## src/wlpe_pkg.sv

```systemverilog
// Shared types and constants for the WAV LSB payload extractor.
package wlpe_pkg;

	// Chunk id of the sample data chunk ("data", little endian)
	localparam logic [31:0] DATA_ID = 32'h6174_6164;
	localparam int RIFF_HDR_BYTES = 12;
	localparam int LEN_BYTES = 8;

	// Result queue depth and derived widths
	localparam int FIFO_DEPTH = 4;
	localparam int FIFO_AW = $clog2(FIFO_DEPTH);
	localparam int FIFO_CW = $clog2(FIFO_DEPTH + 1);

	// Status codes
	typedef logic [2:0] status_t;
	localparam status_t ST_OK        = 3'd0;
	localparam status_t ST_SHORT     = 3'd1;
	localparam status_t ST_NO_DATA   = 3'd2;
	localparam status_t ST_BEYOND    = 3'd3;
	localparam status_t ST_HDR_LARGE = 3'd4;
	localparam status_t ST_OOB       = 3'd5;
	localparam status_t ST_CORRUPT   = 3'd6;

	// Field kinds of recovered header bytes
	typedef logic [1:0] kind_t;
	localparam kind_t KIND_NAME_LEN = 2'd0;
	localparam kind_t KIND_NAME     = 2'd1;
	localparam kind_t KIND_SEC_SIZE = 2'd2;
	localparam kind_t KIND_SECRET   = 2'd3;

	// Parser phase
	typedef enum logic [6:0] {
		PH_RIFF  = 7'b0000001,
		PH_CHDR  = 7'b0000010,
		PH_SKIP  = 7'b0000100,
		PH_LEN   = 7'b0001000,
		PH_HDR   = 7'b0010000,
		PH_DRAIN = 7'b0100000,
		PH_DONE  = 7'b1000000
	} phase_t;

	// One result word
	typedef struct packed {
		logic [7:0] payload_byte;
		kind_t      field_kind;
		logic       is_status;
		status_t    status;
		logic       last;
	} result_t;

endpackage

```

## src/wlpe_out_fifo.sv

```systemverilog
// Result queue: takes up to two result words per cycle, gives one per cycle when popped.
module wlpe_out_fifo
	import wlpe_pkg::*;
(
	input  logic                clk,
	input  logic                arst_n,
	input  logic [1:0]          push_cnt,
	input  result_t             wr_a,
	input  result_t             wr_b,
	input  logic                pop,
	output result_t             head,
	output logic [FIFO_CW-1:0]  count
);

	result_t mem_q [FIFO_DEPTH];
	logic [FIFO_AW-1:0] wr_ptr_q;
	logic [FIFO_AW-1:0] rd_ptr_q;
	logic [FIFO_CW-1:0] cnt_q;
	logic [FIFO_AW-1:0] wr_ptr_b;

	assign wr_ptr_b = wr_ptr_q + FIFO_AW'(1);
	assign head = mem_q[rd_ptr_q];
	assign count = cnt_q;

	// Storage: first word, then the second when two arrive together
	always_ff @(posedge clk) begin
		if (push_cnt != 2'd0) begin
			mem_q[wr_ptr_q] <= wr_a;
		end
		if (push_cnt == 2'd2) begin
			mem_q[wr_ptr_b] <= wr_b;
		end
	end

	// Pointers and fill count
	always_ff @(posedge clk or negedge arst_n) begin
		if (!arst_n) begin
			wr_ptr_q <= '0;
			rd_ptr_q <= '0;
			cnt_q <= '0;
		end else begin
			wr_ptr_q <= wr_ptr_q + FIFO_AW'(push_cnt);
			if (pop) begin
				rd_ptr_q <= rd_ptr_q + FIFO_AW'(1);
			end
			cnt_q <= cnt_q + FIFO_CW'(push_cnt) - FIFO_CW'(pop);
		end
	end

endmodule

```

## src/wav_lsb_payload_extractor_top.sv

```systemverilog
// WAV LSB payload extractor: chunk walker, LSB byte assembler and result queue.
// Output: a result word is written into the result queue when its file byte is taken, and offered from its head.
// Throughput: one file byte per cycle; a byte yields at most two words (header byte
// plus final status), queued in a four-word result queue that stalls input when nearly full.
// Reset: arst_n clears the parser to the start of a file and empties the queue.
// Each end_of_file byte also returns the parser to the start of a new file.
module wav_lsb_payload_extractor_top
	import wlpe_pkg::*;
(
	input  logic       clk,
	input  logic       arst_n,
	input  logic       in_valid,
	output logic       in_ready,
	input  logic [7:0] wav_byte,
	input  logic       end_of_file,
	output logic       out_valid,
	input  logic       out_ready,
	output logic [7:0] payload_byte,
	output logic [1:0] field_kind,
	output logic       is_status,
	output logic [2:0] status,
	output logic       last
);

	// Header field check: L >= 4, 12 + N <= L, S <= L - 12 - N
	function automatic status_t check_fields(logic [31:0] l, logic [31:0] n, logic [63:0] s);
		logic [32:0] fixed;
		logic [32:0] rem;
		status_t r;
		fixed = {1'b0, n} + 33'd12;
		rem = {1'b0, l} - fixed;
		r = ST_OK;
		if (l < 32'd4) begin
			r = ST_CORRUPT;
		end else if (fixed > {1'b0, l}) begin
			r = ST_CORRUPT;
		end else if (s > {31'b0, rem}) begin
			r = ST_CORRUPT;
		end
		return r;
	endfunction

	// Parser state
	phase_t      phase_q, phase_d;
	logic [3:0]  riff_cnt_q, riff_cnt_d;
	logic [63:0] chunk_sh_q, chunk_sh_d;
	logic [31:0] skip_q, skip_d;
	logic [31:0] total_q, total_d;
	logic [31:0] left_q, left_d;
	logic [7:0]  asm_q, asm_d;
	logic [2:0]  bcnt_q, bcnt_d;
	logic [63:0] hlen_q, hlen_d;
	logic [31:0] hleft_q, hleft_d;
	logic [31:0] name_q, name_d;
	logic [63:0] sec_q, sec_d;
	logic [31:0] idx_q, idx_d;
	status_t     pend_q, pend_d;

	// Per-word results
	logic        by_valid;
	kind_t       by_kind;
	logic        st_valid;
	status_t     st_code;

	logic        accept;
	logic [63:0] sh_next;
	logic [7:0]  asm_next;
	logic [63:0] hlen_new;
	logic [33:0] nend;
	logic [33:0] send;
	logic [33:0] sec_off;
	logic [2:0]  sec_pos;

	result_t     res_a, res_b;
	logic [1:0]  push_cnt;
	result_t     head;
	logic [FIFO_CW-1:0] q_count;

	assign accept = in_valid && in_ready;
	assign in_ready = (q_count <= FIFO_CW'(FIFO_DEPTH - 2));

	assign sh_next = {wav_byte, chunk_sh_q[63:8]};
	assign asm_next = {asm_q[6:0], wav_byte[0]};
	assign hlen_new = hlen_q | ({56'b0, asm_next} << {idx_q[2:0], 3'b000});
	assign nend = {2'b0, name_q} + 34'd4;
	assign send = nend + 34'd8;
	assign sec_off = {2'b0, idx_q} - send;
	assign sec_pos = idx_q[2:0] - name_q[2:0] - 3'd4;

	// Next-state and result logic for one file byte
	always_comb begin
		phase_d = phase_q;
		riff_cnt_d = riff_cnt_q;
		chunk_sh_d = chunk_sh_q;
		skip_d = skip_q;
		total_d = total_q;
		left_d = left_q;
		asm_d = asm_q;
		bcnt_d = bcnt_q;
		hlen_d = hlen_q;
		hleft_d = hleft_q;
		name_d = name_q;
		sec_d = sec_q;
		idx_d = idx_q;
		pend_d = pend_q;
		by_valid = 1'b0;
		by_kind = KIND_NAME_LEN;
		st_valid = 1'b0;
		st_code = ST_OK;

		unique case (phase_q)
			PH_RIFF: begin
				riff_cnt_d = riff_cnt_q + 4'd1;
				if (riff_cnt_q == 4'(RIFF_HDR_BYTES - 1)) begin
					phase_d = PH_CHDR;
					skip_d = '0;
					chunk_sh_d = '0;
				end
			end
			PH_CHDR: begin
				chunk_sh_d = sh_next;
				skip_d = skip_q + 32'd1;
				if (skip_q == 32'd7) begin
					chunk_sh_d = '0;
					skip_d = '0;
					if (sh_next[31:0] == DATA_ID) begin
						total_d = sh_next[63:32];
						left_d = sh_next[63:32];
						asm_d = '0;
						bcnt_d = '0;
						idx_d = '0;
						hlen_d = '0;
						phase_d = PH_LEN;
						// Empty data chunk cannot hold the length field
						if (sh_next[63:32] == 32'd0) begin
							st_valid = 1'b1;
							st_code = ST_OOB;
							phase_d = PH_DONE;
						end
					end else if (sh_next[63:32] != 32'd0) begin
						skip_d = sh_next[63:32];
						phase_d = PH_SKIP;
					end
				end
			end
			PH_SKIP: begin
				skip_d = skip_q - 32'd1;
				if (skip_q == 32'd1) begin
					phase_d = PH_CHDR;
				end
			end
			PH_LEN, PH_HDR, PH_DRAIN: begin
				left_d = left_q - 32'd1;
				if (phase_q != PH_DRAIN) begin
					asm_d = asm_next;
					bcnt_d = bcnt_q + 3'd1;
					if (bcnt_q == 3'd7) begin
						asm_d = '0;
						if (phase_q == PH_LEN) begin
							// Header length, little endian
							hlen_d = hlen_new;
							idx_d = idx_q + 32'd1;
							if (idx_q[2:0] == 3'(LEN_BYTES - 1)) begin
								idx_d = '0;
								if ((hlen_new[63:32] != 32'd0) || (hlen_new[31:0] > total_q)) begin
									pend_d = ST_HDR_LARGE;
									phase_d = PH_DRAIN;
								end else if (hlen_new == 64'd0) begin
									pend_d = ST_CORRUPT;
									phase_d = PH_DRAIN;
								end else begin
									hleft_d = hlen_new[31:0];
									phase_d = PH_HDR;
								end
							end
						end else begin
							// Header byte routing by position
							if (idx_q < 32'd4) begin
								name_d = name_q | ({24'b0, asm_next} << {idx_q[1:0], 3'b000});
								by_valid = 1'b1;
								by_kind = KIND_NAME_LEN;
							end else if ({2'b0, idx_q} < nend) begin
								by_valid = 1'b1;
								by_kind = KIND_NAME;
							end else if ({2'b0, idx_q} < send) begin
								sec_d = sec_q | ({56'b0, asm_next} << {sec_pos, 3'b000});
								by_valid = 1'b1;
								by_kind = KIND_SEC_SIZE;
							end else if ({30'b0, sec_off} < sec_q) begin
								by_valid = 1'b1;
								by_kind = KIND_SECRET;
							end
							idx_d = idx_q + 32'd1;
							hleft_d = hleft_q - 32'd1;
							if (hleft_q == 32'd1) begin
								pend_d = check_fields(hlen_q[31:0], name_d, sec_d);
								phase_d = PH_DRAIN;
							end
						end
					end
				end
				// Data chunk fully received
				if (left_q == 32'd1) begin
					st_valid = 1'b1;
					st_code = (phase_d == PH_DRAIN) ? pend_d : ST_OOB;
					phase_d = PH_DONE;
				end
			end
			PH_DONE: begin
			end
			default: begin
			end
		endcase

		// End of file: report if still open, then restart
		if (end_of_file) begin
			unique case (phase_d)
				PH_RIFF: begin
					st_valid = 1'b1;
					st_code = ST_SHORT;
				end
				PH_CHDR, PH_SKIP: begin
					st_valid = 1'b1;
					st_code = ST_NO_DATA;
				end
				PH_LEN, PH_HDR, PH_DRAIN: begin
					st_valid = 1'b1;
					st_code = ST_BEYOND;
				end
				PH_DONE: begin
				end
				default: begin
				end
			endcase
			phase_d = PH_RIFF;
			riff_cnt_d = '0;
			chunk_sh_d = '0;
			skip_d = '0;
			total_d = '0;
			left_d = '0;
			asm_d = '0;
			bcnt_d = '0;
			hlen_d = '0;
			hleft_d = '0;
			name_d = '0;
			sec_d = '0;
			idx_d = '0;
			pend_d = ST_OK;
		end
	end

	// Parser registers
	always_ff @(posedge clk or negedge arst_n) begin
		if (!arst_n) begin
			phase_q <= PH_RIFF;
			riff_cnt_q <= '0;
			chunk_sh_q <= '0;
			skip_q <= '0;
			total_q <= '0;
			left_q <= '0;
			asm_q <= '0;
			bcnt_q <= '0;
			hlen_q <= '0;
			hleft_q <= '0;
			name_q <= '0;
			sec_q <= '0;
			idx_q <= '0;
			pend_q <= ST_OK;
		end else if (accept) begin
			phase_q <= phase_d;
			riff_cnt_q <= riff_cnt_d;
			chunk_sh_q <= chunk_sh_d;
			skip_q <= skip_d;
			total_q <= total_d;
			left_q <= left_d;
			asm_q <= asm_d;
			bcnt_q <= bcnt_d;
			hlen_q <= hlen_d;
			hleft_q <= hleft_d;
			name_q <= name_d;
			sec_q <= sec_d;
			idx_q <= idx_d;
			pend_q <= pend_d;
		end
	end

	// Pack up to two result words: header byte first, then status
	always_comb begin
		res_b = '0;
		res_b.is_status = 1'b1;
		res_b.status = st_code;
		res_b.last = 1'b1;
		if (by_valid) begin
			res_a = '0;
			res_a.payload_byte = asm_next;
			res_a.field_kind = by_kind;
		end else begin
			res_a = res_b;
		end
		push_cnt = 2'd0;
		if (accept) begin
			push_cnt = 2'(by_valid) + 2'(st_valid);
		end
	end

	wlpe_out_fifo u_out_fifo (
		.clk      (clk),
		.arst_n   (arst_n),
		.push_cnt (push_cnt),
		.wr_a     (res_a),
		.wr_b     (res_b),
		.pop      (out_valid && out_ready),
		.head     (head),
		.count    (q_count)
	);

	assign out_valid = (q_count != '0);
	assign payload_byte = head.payload_byte;
	assign field_kind = head.field_kind;
	assign is_status = head.is_status;
	assign status = head.status;
	assign last = head.last;

endmodule
```

## config.mk

```make
export PLATFORM = sky130hd
export DESIGN_NAME = wav_lsb_payload_extractor_top
export DESIGN_NICKNAME = d
export VERILOG_FILES = /design/src/wlpe_pkg.sv /design/src/wlpe_out_fifo.sv /design/src/wav_lsb_payload_extractor_top.sv
export SDC_FILE = /design/constraint.sdc
export NUM_CORES = 2
export LEC_CHECK = 0
export BUFFER_PORTS_ARGS = -buffer_cell sky130_fd_sc_hd__buf_2
export CORE_ASPECT_RATIO = 1.25
export CORE_UTILIZATION = 35
export CTS_BUF_LIST = sky130_fd_sc_hd__clkbuf_4
export DETAILED_ROUTE_END_ITERATION = 8
export GPL_TIMING_DRIVEN = 0
export HOLD_SLACK_MARGIN = 0.15
export SETUP_SLACK_MARGIN = 0.4
export SLEW_MARGIN = 0
export SYNTH_ARGS = -nofsm -noshare
export SYNTH_HDL_FRONTEND = slang
export SYNTH_SLANG_ARGS = --single-unit
```

## constraint.sdc

```tcl
create_clock -name clk -period 7.3 [get_ports clk]
set_clock_uncertainty 0.05 [all_clocks]
set_input_delay 0.73 -clock clk [delete_from_list [all_inputs] [get_ports clk]]
set_output_delay 0.73 -clock clk [all_outputs]
set_load 0.01 [all_outputs]
```

# [Word level (Yosys, flattened, before mapping)]
# Memory sizes are Yosys's and may differ from the RTL's.
# Cells that the tools add are included.
[totals] in_bits=13 latch_bits=0 rom_bits=0 output_inout_bits=17 n_memories=1 ramBits=60 reg_bits=415
[classes] magnitude_cmp=9 eq_ne=33 bitwise_logic=3 add_sub_neg=20 n_reduce_logical=34 mul=0 n_shift=3 n_div=0 n_mux=140
[memory_table] memory="u_out_fifo.mem_q" depth=4 word_bits=15 read_ports=1 rd_clocked_by_memory_dff=0 write_ports=2 line_no="wlpe_out_fifo.sv:15" text="result_t mem_q [FIFO_DEPTH];"
[ops] cell="64-bit 2-to-1 mux" n=21
[ops] cell="32-bit 2-to-1 mux" n=35
[ops] cell="64-bit case mux with 2 select lines" n=2
[ops] cell="7-bit 2-to-1 mux" n=19
[ops] cell="64-bit OR" n=2
[ops] cell="32-bit case mux with 2 select lines" n=2
[ops] cell="8-bit by 6-bit left shift with 64-bit output" n=2
[ops] cell="32-bit by 1-bit equality test with 1-bit output (second input constant)" n=3
[ops] cell="32-bit case mux with 3 select lines" n=1
[ops] cell="32-bit by 1-bit subtractor with 32-bit output (second input constant)" n=3
[ops] cell="3-bit 2-to-1 mux" n=22
[ops] cell="32-bit by 1-bit adder with 32-bit output (second input constant)" n=2
[ops] cell="64-bit by 33-bit > comparator with 1-bit output" n=1
[ops] cell="64-bit zero test" n=1
[ops] cell="32-bit by 3-bit < comparator with 1-bit output (second input constant)" n=2
[ops] cell="34-bit by 64-bit < comparator with 1-bit output" n=1
[ops] cell="32-bit nonzero test" n=2
[ops] cell="33-bit by 4-bit adder with 34-bit output (second input constant)" n=1
[ops] cell="32-bit by 34-bit < comparator with 1-bit output" n=1
[ops] cell="32-bit by 34-bit subtractor with 34-bit output" n=1
[ops] cell="32-bit by 3-bit adder with 33-bit output (second input constant)" n=1
[ops] cell="32-bit by 4-bit adder with 33-bit output (second input constant)" n=1
[ops] cell="33-bit by 32-bit > comparator with 1-bit output" n=1
[ops] cell="32-bit by 33-bit < comparator with 1-bit output" n=1
[ops] cell="other kinds (54)" n=114

# [Depth between registers and ports, before layout]
[depth] ltp_word=25 mapped_depth=39 depth_no_buf=36

# [Hierarchy]
# From an unflattened synthesis, not the netlist that was laid out.
[hier_totals] cells_unflattened=3785 area_unflattened_um2=33001.7
[by_module_without_submodules] mod="wav_lsb_payload_extractor_top" area_per_inst_um2=29594.6 seq_area_each_um2=10010.9 cells_per_inst=3600 instances=1
[by_module_without_submodules] mod="wlpe_out_fifo" area_per_inst_um2=3407.0 seq_area_each_um2=1976.9 cells_per_inst=185 instances=1

# [Least setup slack after synthesis]
# Ideal clock, no wire load.
[synth_path] kind="register to register" startpoint="reg name_q[2]" endpoint="mem u_out_fifo.mem_q[0][1] in the netlist's numbering, enable pin" setup_slack_ps=-273 period_less_slack_ps=7573 arrival_time_ps=7257 stages_incl_launch_ff=32 setup_ps=265 required_time_ps=6985 cell_sequence="dfrtp_1 > ha_1 > buf_2 > xor2_1 > ha_1 > o21ai_0 > or3_1 > nor4_1 > nand2_1 > or2_2 > or3_1 > xnor2_1 > ha_1 > nand2_1 > nor2_1 > nand3_1 > o31a_1 > nor3_1 > nor2_1 > ha_1 > a2111oi_0 > nand2_1 > o21ai_0 > nor3_1 > nor4_2 > buf_2 > ha_1 > o21ai_0 > nor3_1 > a31oi_1 > clkbuf_1 > inv_1"
[synth_lines] item="from (decl)" line_no="wav_lsb_payload_extractor_top.sv:54" text="logic [31:0] name_q, name_d;"
[synth_lines] item="from (signal assigned)" line_no="wav_lsb_payload_extractor_top.sv:280" text="name_q <= name_d;"
[synth_lines] item="to (decl)" line_no="wlpe_out_fifo.sv:15"

==> metrics.yaml <==
status: "complete, but fails checks"
violations: "negative setup slack"
grt_pass1_vias: 32200
synth_simple_gate_area_frac: 0.211
cp_data_required_time_ns: 8.02
place_congestion: 0.975
p_switching_mw: 3.21
drc: 0
chipHeight_um: 343
yosysTopAreaCell: "dfrtp_1"
ys_ff_latch: 463
cts_root_buf: "clkbuf_4"
yosysSeqAreaShare: 0.350
grt_pass1_wl_um: 193000
cts.reportedPaths.clkPinSlew_ns: 0.06
worst-path-max-fanout: 10
finish.utilization: 0.424
max_clock_freq_ghz: 0.131
synth-xor-area-share: 0.0500
syn-cell-area_mm2: 0.0326
ys_top_cells_by_area: "dfrtp_1 (31%), ha_1 (8.2%), o21ai_0 (4.8%)"
grt_max_degree: 93
routedWlPerCell_um: 23.2
start_kind: "flip-flop"
setup_violations: 64
yosysMostFrequentCell: "dfrtp_1"
layout_min_cycle_time_ns: 7.61
power_density_mw_per_mm2: 215
wl_um: 128000
synth_top_family_by_area: "compound AO/OA/AOI/OAI gates"
die-area_mm2: 0.0944
drtPass1Iterations: 8
synth_cell_types: 110
finalHoldViolCount: 0
synth_mux_area_frac: 0.0118
final_nets: 4418
report.final.slew_viol_count: 0
track_usage: 0.268
grt.busiest_layer: "met2"
drt_iter0_drc: 2845
fin_crit_sh: 1.04
globalRouteOverflowTotal: 0
vias_per_cell: 5.99
r2r_slack_ns: -0.31
vias: 32900
ys.warnings.count: 0
path_common_cell: "buf_4"
finalPower_mw: 8.37
pwr-share-seq: 0.349
synth_edf_count: 12
clock-sinks: 463
cp_slowest_cell: "dfrtp_2"
p_sw_frac: 0.384
dpl.hpwl_um: 93100
fp.coreArea_mm2: 0.0918
cts_buffer_depth: 3
pwr-share-comb: 0.326
cts_buffers: 132
irDropWorstVdd_mv: 0.152
synth-adder-area-share: 0.0842
max_cap_violations: 0
clock_power_share: 0.325
ys.flop_type: "dfrtp_1"
power.leakage_nw: 17.2
met1_usage: 0.306
synth_nets: 4088
min_path_type: "input pin to asynchronous set/reset pin"
h-tree-depth: 4
timing.critical_path.to_type: "flip-flop"
relSlewSlack: 0.150
grt_util_met2: 0.448
critPathArrivalTime_ns: 8.33
synth_cells: 3858
portBuffers: 29
synth_common_cells: "dfrtp_1 (406), nand2_1 (357), nor2_1 (324)"
cellInternalPower_mw: 5.16
die_width_um: 275
clk_latency_ns: 1.05
slowest_delay_ns: 0.42
synth-compound-area-share: 0.241
antenna_found_initial: 3
avgSynthCellArea_um2: 8.45
grt_util_met3: 0.0496
syn2layout_area_growth_pct: 19.5
synth_top_cell_area_share: 0.312
io-pin-count: 30
antenna_left: 0
pre_cts_slack_ns: -1.97
cts_tree: "built"
layout_setup_ws_ns: -0.314
worst_slew_pin_slew_ns: 1.27
start_util: 0.355
drive_above_1_share: 0.173
async_flop_share: 0.879
rsz0062_at_grt: "yes"
worstSetupPathType: "flip-flop to flip-flop"
row_count: 124
## per-layer routing
metal	wire, µm	up-vias
met2	60700	1366
met1	48300	16000
li1	-	15000
met3	8390	459
met4	10200	2
met5	13	-
## critical path: cells and delay by family, from the launching register on
kind,cells,cell delay [ns]
compound gates,14,3.20
xor+xnor,1,0.15
fa+ha+maj,2,0.51
buf+inv,5,0.97
flops,1,0.42
simple gates,11,2.08
## path summary, 6_finish.rpt
path | to | startpoint | cells past startpoint
max in group asynchronous | skip_q[29] | arst_n | 5
worst max-delay path | u_out_fifo.mem_q[0][2] | name_q[3] | 33
worst max register to register | u_out_fifo.mem_q[0][2] | name_q[3] | 33
worst min register to register | u_out_fifo.mem_q[2][9] | u_out_fifo.mem_q[2][9] | 1
min in group clk | asm_q[5] | end_of_file | 4
worst min-delay path | idx_q[23] | arst_n | 2
## per-stage QoR
| stage | setup TNS, ns | hold WS, ns | area [µm²] | instances |
|---|---|---|---|---|
| 4_1_cts | -1.11 | 0.216 | 38600 | 5463 |
| 6_report | -7.99 | 0.256 | 39000 | 5490 |
| 3_3_place_gp | -1417.97 | 0.393 | 34500 | 5084 |
| 2_1_floorplan | 0 | 0.384 | 32900 | 3858 |
| 3_5_place_dp | -111.84 | 0.403 | 34700 | 5089 |
| 5_1_grt | -29.50 | 0.252 | 39000 | 5490 |
## cell usage in the layout, fill, tap and decap left out, drive strengths merged, types with 17 or more instances in the layout
cell type  netlist  layout
a211oi          29      29
nand2          358     358
a21o            64      64
and4            18      18
nor3           113     113
a22o           111     111
xor2            72      72
nor4            88      88
clkinv           1      28
nand3          121     121
nand2b          25      25
o21a            17      17
o21ai          319     319
inv            179     184
or2             17      17
o31ai           49      49
o22ai           60      60
ha             213     213
xnor2          114     114
nand4           67      67
clkbuf         186     381
and3            51      51
or4             21      21
dfrtp          406     406
a21oi          267     267
nor2           327     327
nor2b           27      27
a31oi           66      66
and2            26      26
or3             39      39
a32o            45      45
dfxtp           44      44
buf             58     241
a2111oi         19      19
## final cells by class
| class | instances | area (µm²) |
|---|---|---|
| Fill cell | 9170 | 52900 |
| Multi-Input combinational cell | 2971 | 20700 |
| Sequential cell | 463 | 11500 |
| Timing Repair Buffer | 196 | 1570 |
| Tap cell | 1197 | 1500 |
| Clock buffer | 192 | 1440 |
| Buffer | 244 | 1230 |
| Inverter | 180 | 682 |
| Clock inverter | 41 | 384 |
| Antenna cell | 6 | 15.0 |
## sequential cells by signal, summed over array words and instances (netlist names)
register,cells
hlen_q,64
sec_q,64
chunk_sh_q,56
u_out_fifo.mem_q,56
hleft_q,32
idx_q,32
left_q,32
name_q,32
skip_q,32
total_q,32
asm_q,7
phase_q,7
riff_cnt_q,4
bcnt_q,3
pend_q,3
u_out_fifo.count,3
u_out_fifo.rd_ptr_q,2
u_out_fifo.wr_ptr_q,2
## power by group through the flow
| stage | sequential, mW | combinational (mW) | clock (mW) |
|---|---|---|---|
| 2_1_floorplan | 2.91 | 1.62 | 0 |
| 3_3_place_gp | 2.96 | 2.46 | 0 |
| 3_5_place_dp | 2.96 | 2.49 | 0 |
| 4_1_cts | 2.92 | 2.64 | 2.77 |
| 5_1_grt | 2.94 | 2.93 | 2.90 |
| 6_report | 2.92 | 2.73 | 2.72 |
## kinds of logic after synthesis
family,after synthesis
AOI/OAI and AO/OA,1187
xor gates and xnor gates,186
adders and majority gates,217
buffers and inverters,424
DFF,463
muxes,21
and+or+nand+nor,1360
## what timing repair did
action	4_1_cts	5_1_grt
pin swaps	119	28
hold buffers	10	0
setup endpoints to repair	75	75
gates cloned	5	0
hold endpoints to repair	101	0
setup buffers	126	21
resized for setup	247	39
No activity file was read; power rests on OpenSTA's default activity.
